## src/sv/sjf_nonpreemptive_scheduler_assert.svh

```systemverilog
// Assertion macros for the shortest-job-first scheduler.
`ifndef SJF_NONPREEMPTIVE_SCHEDULER_ASSERT_SVH
`define SJF_NONPREEMPTIVE_SCHEDULER_ASSERT_SVH

// Same-cycle implication, sampled on clk_i, off during reset.
`define SJF_ASSERT_NOW(label, ante, cons, msg) \
  label: assert property (@(posedge clk_i) disable iff (!rst_ni) (ante) |-> (cons)) \
    else $error(msg);

// Next-cycle implication, sampled on clk_i, off during reset.
`define SJF_ASSERT_NEXT(label, ante, cons, msg) \
  label: assert property (@(posedge clk_i) disable iff (!rst_ni) (ante) |=> (cons)) \
    else $error(msg);

`endif

```

## src/sv/sjf_pkg.sv

```systemverilog
// Types, codes and defaults shared by the shortest-job-first scheduler.
package sjf_pkg;

  localparam int unsigned QUEUE_DEPTH_DEF = 16;
  localparam int unsigned TIME_WIDTH_DEF  = 16;
  localparam int unsigned ID_WIDTH_DEF    = 8;
  localparam int unsigned ORDER_WIDTH     = 16;

  localparam logic OP_ARRIVE = 1'b0;
  localparam logic OP_TICK   = 1'b1;

  localparam logic [1:0] STATUS_OK        = 2'd0;
  localparam logic [1:0] STATUS_FULL      = 2'd1;
  localparam logic [1:0] STATUS_ZERO_BURST = 2'd2;

  typedef struct packed {
    logic        operation;
    logic [7:0]  job_id;
    logic [15:0] burst;
  } sjf_in_t;

  typedef struct packed {
    logic [1:0]  status;
    logic        running_valid;
    logic [7:0]  running_job;
    logic        dispatched;
    logic [15:0] dispatched_wait;
    logic        finished;
    logic [4:0]  waiting_count;
  } sjf_out_t;

  typedef struct packed {
    logic write_en;
    logic clear_en;
    logic tick_en;
  } sjf_cell_ctrl_t;

endpackage

```

## src/sv/sjf_cell.sv

```systemverilog
// One queue slot of the scheduler with its stage of the shortest-job compare chain.
module sjf_cell import sjf_pkg::*; #(
  parameter int unsigned ID_WIDTH   = ID_WIDTH_DEF,
  parameter int unsigned TIME_WIDTH = TIME_WIDTH_DEF,
  parameter int unsigned IDX_WIDTH  = 4,
  parameter int unsigned SLOT       = 0
) (
  input  logic                   clk_i,
  input  logic                   rst_ni,
  input  sjf_cell_ctrl_t         ctrl_i,
  input  logic [ID_WIDTH-1:0]    wr_job_i,
  input  logic [TIME_WIDTH-1:0]  wr_burst_i,
  input  logic [ORDER_WIDTH-1:0] order_i,
  input  logic [IDX_WIDTH-1:0]   clr_slot_i,
  input  logic                   srch_i,
  output logic                   srch_o,
  output logic                   valid_o,
  input  logic                   c_found_i,
  input  logic [TIME_WIDTH-1:0]  c_burst_i,
  input  logic [ORDER_WIDTH-1:0] c_age_i,
  input  logic [IDX_WIDTH-1:0]   c_slot_i,
  input  logic [ID_WIDTH-1:0]    c_job_i,
  input  logic [TIME_WIDTH-1:0]  c_wait_i,
  output logic                   c_found_o,
  output logic [TIME_WIDTH-1:0]  c_burst_o,
  output logic [ORDER_WIDTH-1:0] c_age_o,
  output logic [IDX_WIDTH-1:0]   c_slot_o,
  output logic [ID_WIDTH-1:0]    c_job_o,
  output logic [TIME_WIDTH-1:0]  c_wait_o
);

  logic                   valid_q, valid_d;
  logic [ID_WIDTH-1:0]    job_q, job_d;
  logic [TIME_WIDTH-1:0]  burst_q, burst_d;
  logic [TIME_WIDTH-1:0]  wait_q, wait_d;
  logic [ORDER_WIDTH-1:0] order_q, order_d;

  logic                   c_found_q;
  logic [TIME_WIDTH-1:0]  c_burst_q;
  logic [ORDER_WIDTH-1:0] c_age_q;
  logic [IDX_WIDTH-1:0]   c_slot_q;
  logic [ID_WIDTH-1:0]    c_job_q;
  logic [TIME_WIDTH-1:0]  c_wait_q;

  logic [ORDER_WIDTH-1:0] age;
  logic                   better;
  logic                   grant;
  logic                   clr_hit;

  assign age     = order_i - order_q;
  assign better  = valid_q && (!c_found_i || (burst_q < c_burst_i) ||
                   ((burst_q == c_burst_i) && (age > c_age_i)));
  assign grant   = ctrl_i.write_en && srch_i && !valid_q;
  assign clr_hit = ctrl_i.clear_en && (clr_slot_i == IDX_WIDTH'(SLOT));
  assign srch_o  = srch_i && valid_q;
  assign valid_o = valid_q;

  always_comb begin
    valid_d = valid_q;
    job_d   = job_q;
    burst_d = burst_q;
    wait_d  = wait_q;
    order_d = order_q;
    if (grant) begin
      valid_d = 1'b1;
      job_d   = wr_job_i;
      burst_d = wr_burst_i;
      wait_d  = '0;
      order_d = order_i;
    end
    if (clr_hit) begin
      valid_d = 1'b0;
    end else if (ctrl_i.tick_en && valid_q && (wait_q != '1)) begin
      wait_d = wait_q + 1'b1;
    end
  end

  always_ff @(posedge clk_i or negedge rst_ni) begin
    if (!rst_ni) begin
      valid_q   <= 1'b0;
      c_found_q <= 1'b0;
    end else begin
      valid_q   <= valid_d;
      c_found_q <= c_found_i || valid_q;
    end
  end

  always_ff @(posedge clk_i) begin
    job_q   <= job_d;
    burst_q <= burst_d;
    wait_q  <= wait_d;
    order_q <= order_d;
    if (better) begin
      c_burst_q <= burst_q;
      c_age_q   <= age;
      c_slot_q  <= IDX_WIDTH'(SLOT);
      c_job_q   <= job_q;
      c_wait_q  <= wait_q;
    end else begin
      c_burst_q <= c_burst_i;
      c_age_q   <= c_age_i;
      c_slot_q  <= c_slot_i;
      c_job_q   <= c_job_i;
      c_wait_q  <= c_wait_i;
    end
  end

  assign c_found_o = c_found_q;
  assign c_burst_o = c_burst_q;
  assign c_age_o   = c_age_q;
  assign c_slot_o  = c_slot_q;
  assign c_job_o   = c_job_q;
  assign c_wait_o  = c_wait_q;

endmodule

```

## src/sv/sjf_nonpreemptive_scheduler.sv

```systemverilog
// Arrive, or tick that dispatches nothing: an accepted item goes from ST_IDLE to ST_EMIT, and
// the result is registered when the output is free. Tick that dispatches: ST_IDLE, ST_SCAN
// and ST_EMIT; the compare chain advances one slot a cycle. An item is taken only in
// ST_IDLE; a result may wait while the next item is accepted. Reset: asynchronous, queue
// empty, processor idle, no clearing pass.
// Top level of the non-preemptive shortest-job-first scheduler.
module sjf_nonpreemptive_scheduler import sjf_pkg::*; #(
  parameter int unsigned QUEUE_DEPTH = QUEUE_DEPTH_DEF,
  parameter int unsigned TIME_WIDTH  = TIME_WIDTH_DEF,
  parameter int unsigned ID_WIDTH    = ID_WIDTH_DEF
) (
  input  logic     clk_i,
  input  logic     rst_ni,
  input  logic     in_valid_i,
  output logic     in_stall_o,
  input  sjf_in_t  in_data_i,
  output logic     out_valid_o,
  input  logic     out_stall_i,
  output sjf_out_t out_data_o
);

`include "sjf_nonpreemptive_scheduler_assert.svh"

  localparam int unsigned IDX_WIDTH = (QUEUE_DEPTH > 1) ? $clog2(QUEUE_DEPTH) : 1;
  localparam int unsigned CNT_WIDTH = $clog2(QUEUE_DEPTH + 1);

  typedef enum logic [2:0] {
    ST_IDLE = 3'b001,
    ST_SCAN = 3'b010,
    ST_EMIT = 3'b100
  } state_e;

  state_e                 state_q, state_d;
  logic [IDX_WIDTH-1:0]   scan_q, scan_d;
  logic                   op_q;
  logic [ID_WIDTH-1:0]    id_q;
  logic [TIME_WIDTH-1:0]  burst_q;
  logic                   zero_q;
  logic [ORDER_WIDTH-1:0] arr_q, arr_d;
  logic [ID_WIDTH-1:0]    cur_q, cur_d;
  logic [TIME_WIDTH-1:0]  tl_q, tl_d;
  logic [CNT_WIDTH-1:0]   count_q, count_d;
  logic                   out_valid_q, out_valid_d;
  sjf_out_t               out_q, out_d;

  logic [ID_WIDTH+7:0]    id_ext;
  logic [TIME_WIDTH+15:0] burst_ext;
  logic [TIME_WIDTH-1:0]  burst_sat;
  logic                   accept;
  logic                   out_free;
  logic                   commit;
  logic                   disp;
  logic                   full;
  logic [TIME_WIDTH-1:0]  tl_eff;
  logic [ID_WIDTH-1:0]    cur_eff;
  logic [TIME_WIDTH+15:0] wait_ext;
  logic [ID_WIDTH+7:0]    cur_ext;
  logic [CNT_WIDTH+4:0]   cnt_ext;
  sjf_cell_ctrl_t         ctrl;

  logic [QUEUE_DEPTH:0]   srch;
  logic [QUEUE_DEPTH-1:0] valid_vec;
  logic                   c_found [QUEUE_DEPTH+1];
  logic [TIME_WIDTH-1:0]  c_burst [QUEUE_DEPTH+1];
  logic [ORDER_WIDTH-1:0] c_age   [QUEUE_DEPTH+1];
  logic [IDX_WIDTH-1:0]   c_slot  [QUEUE_DEPTH+1];
  logic [ID_WIDTH-1:0]    c_job   [QUEUE_DEPTH+1];
  logic [TIME_WIDTH-1:0]  c_wait  [QUEUE_DEPTH+1];

  assign accept     = in_valid_i && (state_q == ST_IDLE);
  assign in_stall_o = (state_q != ST_IDLE);
  assign out_free   = !out_valid_q || !out_stall_i;
  assign commit     = (state_q == ST_EMIT) && out_free;
  assign disp       = (op_q == OP_TICK) && (tl_q == '0) && (count_q != '0);
  assign full       = srch[QUEUE_DEPTH];

  assign id_ext    = {{ID_WIDTH{1'b0}}, in_data_i.job_id};
  assign burst_ext = {{TIME_WIDTH{1'b0}}, in_data_i.burst};
  assign burst_sat = (burst_ext[TIME_WIDTH+15:TIME_WIDTH] != '0) ? '1
                                                               : burst_ext[TIME_WIDTH-1:0];

  assign ctrl.write_en = commit && (op_q == OP_ARRIVE) && !zero_q;
  assign ctrl.clear_en = commit && disp;
  assign ctrl.tick_en  = commit && (op_q == OP_TICK);

  assign srch[0]    = 1'b1;
  assign c_found[0] = 1'b0;
  assign c_burst[0] = '0;
  assign c_age[0]   = '0;
  assign c_slot[0]  = '0;
  assign c_job[0]   = '0;
  assign c_wait[0]  = '0;

  for (genvar i = 0; i < QUEUE_DEPTH; i++) begin : g_cell
    sjf_cell #(
      .ID_WIDTH  (ID_WIDTH),
      .TIME_WIDTH(TIME_WIDTH),
      .IDX_WIDTH (IDX_WIDTH),
      .SLOT      (i)
    ) u_cell (
      .clk_i     (clk_i),
      .rst_ni    (rst_ni),
      .ctrl_i    (ctrl),
      .wr_job_i  (id_q),
      .wr_burst_i(burst_q),
      .order_i   (arr_q),
      .clr_slot_i(c_slot[QUEUE_DEPTH]),
      .srch_i    (srch[i]),
      .srch_o    (srch[i+1]),
      .valid_o   (valid_vec[i]),
      .c_found_i (c_found[i]),
      .c_burst_i (c_burst[i]),
      .c_age_i   (c_age[i]),
      .c_slot_i  (c_slot[i]),
      .c_job_i   (c_job[i]),
      .c_wait_i  (c_wait[i]),
      .c_found_o (c_found[i+1]),
      .c_burst_o (c_burst[i+1]),
      .c_age_o   (c_age[i+1]),
      .c_slot_o  (c_slot[i+1]),
      .c_job_o   (c_job[i+1]),
      .c_wait_o  (c_wait[i+1])
    );
  end

  assign tl_eff   = disp ? c_burst[QUEUE_DEPTH] : tl_q;
  assign cur_eff  = disp ? c_job[QUEUE_DEPTH] : cur_q;
  assign wait_ext = {16'd0, c_wait[QUEUE_DEPTH]};
  assign cur_ext  = {8'd0, cur_d};
  assign cnt_ext  = {5'd0, count_d};

  always_comb begin
    state_d     = state_q;
    scan_d      = scan_q;
    arr_d       = arr_q;
    cur_d       = cur_q;
    tl_d        = tl_q;
    count_d     = count_q;
    out_valid_d = out_valid_q && out_stall_i;
    out_d       = out_q;
    unique case (state_q)
      ST_IDLE: begin
        if (accept) begin
          scan_d = '0;
          if ((in_data_i.operation == OP_TICK) && (tl_q == '0) && (count_q != '0)) begin
            state_d = ST_SCAN;
          end else begin
            state_d = ST_EMIT;
          end
        end
      end
      ST_SCAN: begin
        scan_d = scan_q + 1'b1;
        if (scan_q == IDX_WIDTH'(QUEUE_DEPTH - 1)) begin
          state_d = ST_EMIT;
        end
      end
      ST_EMIT: begin
        if (out_free) begin
          state_d     = ST_IDLE;
          out_valid_d = 1'b1;
          out_d       = '0;
          out_d.status = STATUS_OK;
          if (op_q == OP_ARRIVE) begin
            if (zero_q) begin
              out_d.status = STATUS_ZERO_BURST;
            end else if (full) begin
              out_d.status = STATUS_FULL;
            end else begin
              arr_d   = arr_q + 1'b1;
              count_d = count_q + 1'b1;
            end
          end else begin
            if (disp) begin
              count_d               = count_q - 1'b1;
              out_d.dispatched      = 1'b1;
              out_d.dispatched_wait = (wait_ext[TIME_WIDTH+15:16] != '0) ? 16'hFFFF
                                                                         : wait_ext[15:0];
            end
            cur_d = cur_eff;
            tl_d  = tl_eff;
            if (tl_eff != '0) begin
              tl_d = tl_eff - 1'b1;
              if (tl_eff == TIME_WIDTH'(1)) begin
                out_d.finished = 1'b1;
                cur_d          = '0;
              end
            end
          end
          out_d.running_valid = (tl_d != '0);
          out_d.running_job   = (tl_d != '0) ? cur_ext[7:0] : 8'd0;
          out_d.waiting_count = cnt_ext[4:0];
        end
      end
      default: begin
        state_d = ST_IDLE;
      end
    endcase
  end

  always_ff @(posedge clk_i or negedge rst_ni) begin
    if (!rst_ni) begin
      state_q     <= ST_IDLE;
      scan_q      <= '0;
      arr_q       <= '0;
      cur_q       <= '0;
      tl_q        <= '0;
      count_q     <= '0;
      out_valid_q <= 1'b0;
    end else begin
      state_q     <= state_d;
      scan_q      <= scan_d;
      arr_q       <= arr_d;
      cur_q       <= cur_d;
      tl_q        <= tl_d;
      count_q     <= count_d;
      out_valid_q <= out_valid_d;
    end
  end

  always_ff @(posedge clk_i) begin
    out_q <= out_d;
    if (accept) begin
      op_q    <= in_data_i.operation;
      id_q    <= id_ext[ID_WIDTH-1:0];
      burst_q <= burst_sat;
      zero_q  <= (in_data_i.burst == 16'd0);
    end
  end

  assign out_valid_o = out_valid_q;
  assign out_data_o  = out_q;

  `SJF_ASSERT_NOW(a_count_matches_slots, 1'b1, $countones(valid_vec) == int'(count_q), "queue count disagrees with slot valid bits")
  `SJF_ASSERT_NOW(a_dispatch_has_candidate, commit && disp, c_found[QUEUE_DEPTH], "dispatch without a candidate at the end of the chain")
  `SJF_ASSERT_NOW(a_result_after_emit, $rose(out_valid_q), $past(state_q) == ST_EMIT, "result beat raised outside of emit")
  `SJF_ASSERT_NEXT(a_no_accept_while_busy, accept, in_stall_o, "input taken while an item is in flight")

endmodule

```

## config.mk

```make
export PLATFORM = sky130hd
export DESIGN_NAME = sjf_nonpreemptive_scheduler
export DESIGN_NICKNAME = d
export VERILOG_FILES = /design/src/sv/sjf_pkg.sv /design/src/sv/sjf_cell.sv /design/src/sv/sjf_nonpreemptive_scheduler.sv
export VERILOG_INCLUDE_DIRS = /design/src /design/src/sv
export SDC_FILE = /design/constraint.sdc
export NUM_CORES = 2
export LEC_CHECK = 0
export BUFFER_PORTS_ARGS = -buffer_cell sky130_fd_sc_hd__buf_4
export CAP_MARGIN = 20
export CORE_MARGIN = 5
export CORE_UTILIZATION = 65
export DETAILED_ROUTE_END_ITERATION = 6
export PLACE_DENSITY = 0.86
export SLEW_MARGIN = 20
export SYNTH_ARGS = -nofsm -noshare
export SYNTH_HDL_FRONTEND = slang
export SYNTH_SLANG_ARGS = --single-unit
```

## constraint.sdc

```tcl
create_clock -name clk_i -period 16.3 [get_ports clk_i]
set_input_delay 3.26 -clock clk_i [delete_from_list [all_inputs] [get_ports clk_i]]
set_output_delay 3.26 -clock clk_i [all_outputs]
set_load 0.02 [all_outputs]
```

==> metrics.md <==
| Metric | Value |
|---|---|
| Post-route clock period utilization | `around 43%` |
| Final WS setup | `9.32 ns` |
| Fin nets | `around 9000` |
| Initial antenna violation count | `2` |
| Num Clock Sinks | `about 2000` |
| Synth Area in Compound Gates | `~9.2%` |
| Endpoints failing hold | `0` |
| Total power | `0.0151 W` |
| RePlAce Congestion | `0.926` |
| Syn Area/Cell | `between 10 and 15 um2` |
| Number of flops mapped to enable cells by yosys | `700` |
| HP Class | `reg -> reg` |
| CP max stage delay | `about 0.73 ns` |
| Ports | `65` |
| First DRT Iteration DRCs | `a little under 5000` |
| Area contributors post-synth | `dfxtp_1 27%, edfxtp_1 24%, ha_1 10%` |
| Unrepaired setup endpoints after global routing | `false` |
| Design area | `approximately 0.098 mm2` |
| # rows | `about 140` |
| Fraction of layout cells with a size suffix above 1 | `between 10 and 15%` |
| Cell taking the most area after synthesis | `dfxtp_1` |
| Final Core Density | `72.3%` |
| Clk_lat worst skew | `~0.8 ns` |
| Violated checks | `design-rule violations` |
| GRT Total Usage | `27.4%` |
| Largest net degree at the start of global routing | `89` |
| Bufs and invs on worst path | `4` |
| FFs w/ async S/R, synth | `under 10%` |
| CTS Hold Bufs | `0` |
| Synth Flop Type | `dfxtp_1` |
| Clock-pin slew on the worst setup and hold paths | `around 0.060 ns` |
| Initial Util | `between 60% and 70%` |
| Arrival time at the worst endpoint | `between 7 and 8 ns` |
| Pwr per Cell Area | `between 150 and 200 mW/mm2` |
| Final setup viols | `0` |
| Status | `finished, violations left` |
| Post-CTS Setup Bufs | `0` |
| Drt drc | `1` |
| Adder-cell share of the synthesized area | `a little over a tenth` |
| Crit-path slowest cell | `nor4_1` |
| Gr ovfl total | `0` |
| Setup TNS | `0 ns` |
| Startpoint Class | `register` |
| Vias in the first global route | `61900` |
| Slew Viols, Final | `0` |
| Routed vias | `around 60000` |
| Largest family of logic cells by synthesized area | `simple AND/OR/NAND/NOR gates` |
| Syn nets | `about 9000` |
| Skew final | `roughly 0.027 ns` |
| Simple-gate share of the synthesized area | `between 10 and 15%` |
| Routed Wire Length | `about 200 mm` |
| Input/output buffers | `64` |
| Post-cts sizing count | `0` |
| Avg WL per Cell | `around 20 um` |
| CP endpoint kind | `register` |
| Slew HR | `25.2%` |
| Area Growth Syn to Fin | `10.2%` |
| Final antenna-violating net count | `0` |
| CTS tree | `yes` |
| Die X | `380 um` |
| Via density | `6.03` |
| HPWL after detailed placement | `141 mm` |
| Critical Path RT | `~17 ns` |
| Tmin final | `approximately 7 ns` |
| Synth Cell Area | `0.0890 mm2` |
| Peak Freq | `between 100 and 150 MHz` |
| Synth cell types | `94` |
| Core area | `roughly 0.14 mm2` |
| Synthesized netlist cell count | `about 8000` |
| TritonCTS buffer count | `between 150 and 200` |
| Worst-Margin Slew | `1.12 ns` |
| Register area share after synthesis | `52.6%` |
| Pre-Repair DR Iteration Count | `7` |
| # H-tree levels | `4` |
| Yosys Warn Count | `0` |
| Peak VDD IR | `0.115 mV` |
| Clock root buffer | `clkbuf_16` |
| Setup CP Type | `reg -> reg` |
| Placed cell areas | `0.0917 mm2` |
| First-pass GRT wire length | `approximately 320 mm` |
| Top-area cell type share of the netlist area | `a little over a quarter` |
| Leak pwr | `41.6 nW` |
| Place WS | `about 9.4 ns` |
| Max FO, Critical Path | `52` |
| CTS max path bufs | `3` |
| Die height | `~380 um` |
| Post-Synth XOR/XNOR Area | `around 3.2%` |
| Cell family with most CP delay | `compound AO/OA/AOI/OAI gates` |
| Post-synthesis mux area share | `under 10%` |
| DIE AREA | `roughly 0.14 mm2` |
| Critical path, cell by cell | `inv_1 > buf_4 > ha_1 > inv_1 > fa_1 > a21oi_1 > o211ai_1 > nor3b_1 > a211o_1 > o41ai_1 > o21bai_1 > a21oi_1 > xnor2_1 > ha_1 > nand4_1 > nor4_1 > or4_1 > a31oi_1 > o21ai_4 > buf_4 > mux2_2` |
| Max-Cap Viols | `0` |
| Post-synthesis register bit count | `1969` |
-- registers in the layout (all words and copies together) (netlist names), 5 cells and up --
register / count
g_cell.u_cell.c_job_o: 128
g_cell.u_cell.c_burst_o: 256
arr_q: 16
g_cell.u_cell.valid_o: 16
g_cell.u_cell.burst_q: 256
g_cell.u_cell.wait_q: 256
tl_q: 16
g_cell.u_cell.order_q: 256
g_cell.u_cell.c_age_o: 240
g_cell.u_cell.c_wait_o: 256
out_data_o: 34
burst_q: 16
cur_q: 8
g_cell.u_cell.c_slot_o: 49
id_q: 8
g_cell.u_cell.c_found_o: 15
g_cell.u_cell.job_q: 128
count_q: 5
-- layout make-up --
| type | count | area (um2) |
|---|---|---|
| Inverter | 799 | 3000 |
| Fill cell | 8696 | 37700 |
| Timing Repair Buffer | 121 | 908 |
| Clock inverter | 109 | 1250 |
| Antenna cell | 1 | 2.50 |
| Clock buffer | 246 | 5190 |
| Multi-Input combinational cell | 5090 | 38700 |
| Sequential cell | 1969 | 46800 |
| Tap cell | 1781 | 2230 |
-- kinds of logic after synthesis --
logic type	count (synthesis)
adders and majority gates	760
xor gates and xnor gates	324
and+or+nand+nor	1955
DFF	1969
muxes	728
AOI/OAI and AO/OA	1323
buffers and inverters	964
-- cells in the mapped netlist, types with 49 or more instances --
library cell and instances:
ha_1 744, and3_1 105, a211oi_1 55, nand3_1 196, o211ai_1 70, o21ai_0 481, o21a_1 51, nand4_1 170
a21o_1 76, xor2_1 141, edfxtp_1 700, a21oi_1 296, nor3_1 116, clkbuf_1 150, xnor2_1 183, or3_1 49
nand2b_1 84, dfrtp_1 83, nor2b_1 61, inv_1 796, and2_1 94, dfxtp_1 1185, nor2_1 473, mux2_2 700
nand2_1 461
-- report_power, final --
part           switching (W)  internal (W)
Combinational        0.00220       0.00178
Sequential          0.000576       0.00600
Clock                0.00188       0.00262
Total                0.00466        0.0104
-- stage by stage --
step,hold WS [ns],cells
2_1_floorplan,0.352,8023
3_3_place_gp,0.389,9760
3_5_place_dp,0.394,9760
4_1_cts,0.394,10100
5_1_grt,0.419,10100
6_report,0.397,10100
-- path summary, 6_finish.rpt --
| kind | slack (ns) | endpoint | start | cells after the start |
|---|---|---|---|---|
| worst max-delay path | 9.32 | g_cell[10].u_cell.c_wait_o[7] | arr_q[0] | 21 |
| worst min-delay path | 0.40 | g_cell[15].u_cell.c_slot_o[2] | g_cell[14].u_cell.c_slot_o[2] | 1 |
| worst max register to register | 9.32 | g_cell[10].u_cell.c_wait_o[7] | arr_q[0] | 21 |
| worst min register to register | 0.40 | g_cell[15].u_cell.c_slot_o[2] | g_cell[14].u_cell.c_slot_o[2] | 1 |
| max in group asynchronous | 12.45 | g_cell[5].u_cell.valid_o | rst_ni | 2 |
| min in group asynchronous | 2.46 | arr_q[3] | rst_ni | 1 |
-- cell usage in the layout, fill, tap and decap left out, drive strengths merged, types with 24 or more instances in the layout --
cell type	n
and3	105
nor2b	61
a21oi	299
nand2	463
or2	51
xor2	141
dfrtp	83
o211ai	71
clkbuf	246
or3	49
edfxtp	700
o21ai	499
clkinv	67
a211oi	56
nand2b	84
o31ai	32
nand4	171
buf	121
a31oi	44
dfxtp	1185
o21bai	24
o21a	51
nand3	196
a21o	76
mux2	705
inv	808
nor2	473
and4	24
xnor2	183
o31a	28
nor3	118
ha	744
and2	94
-- layer usage --
| layer | routed length [um] | GRT usage [%] | share of wire [%] | vias to the layer above |
|---|---|---|---|---|
| met5 | 0 | 0 | 0 | - |
| met4 | 8740 | 11.7 | 4.3 | 0 |
| met3 | 13800 | 5.04 | 6.8 | 526 |
| met2 | 98200 | 47.2 | 48 | 2181 |
| met1 | 82100 | 34.1 | 40 | 29500 |
| li1 | - | - | - | 28800 |
No activity file was read; power rests on OpenSTA's default activity.
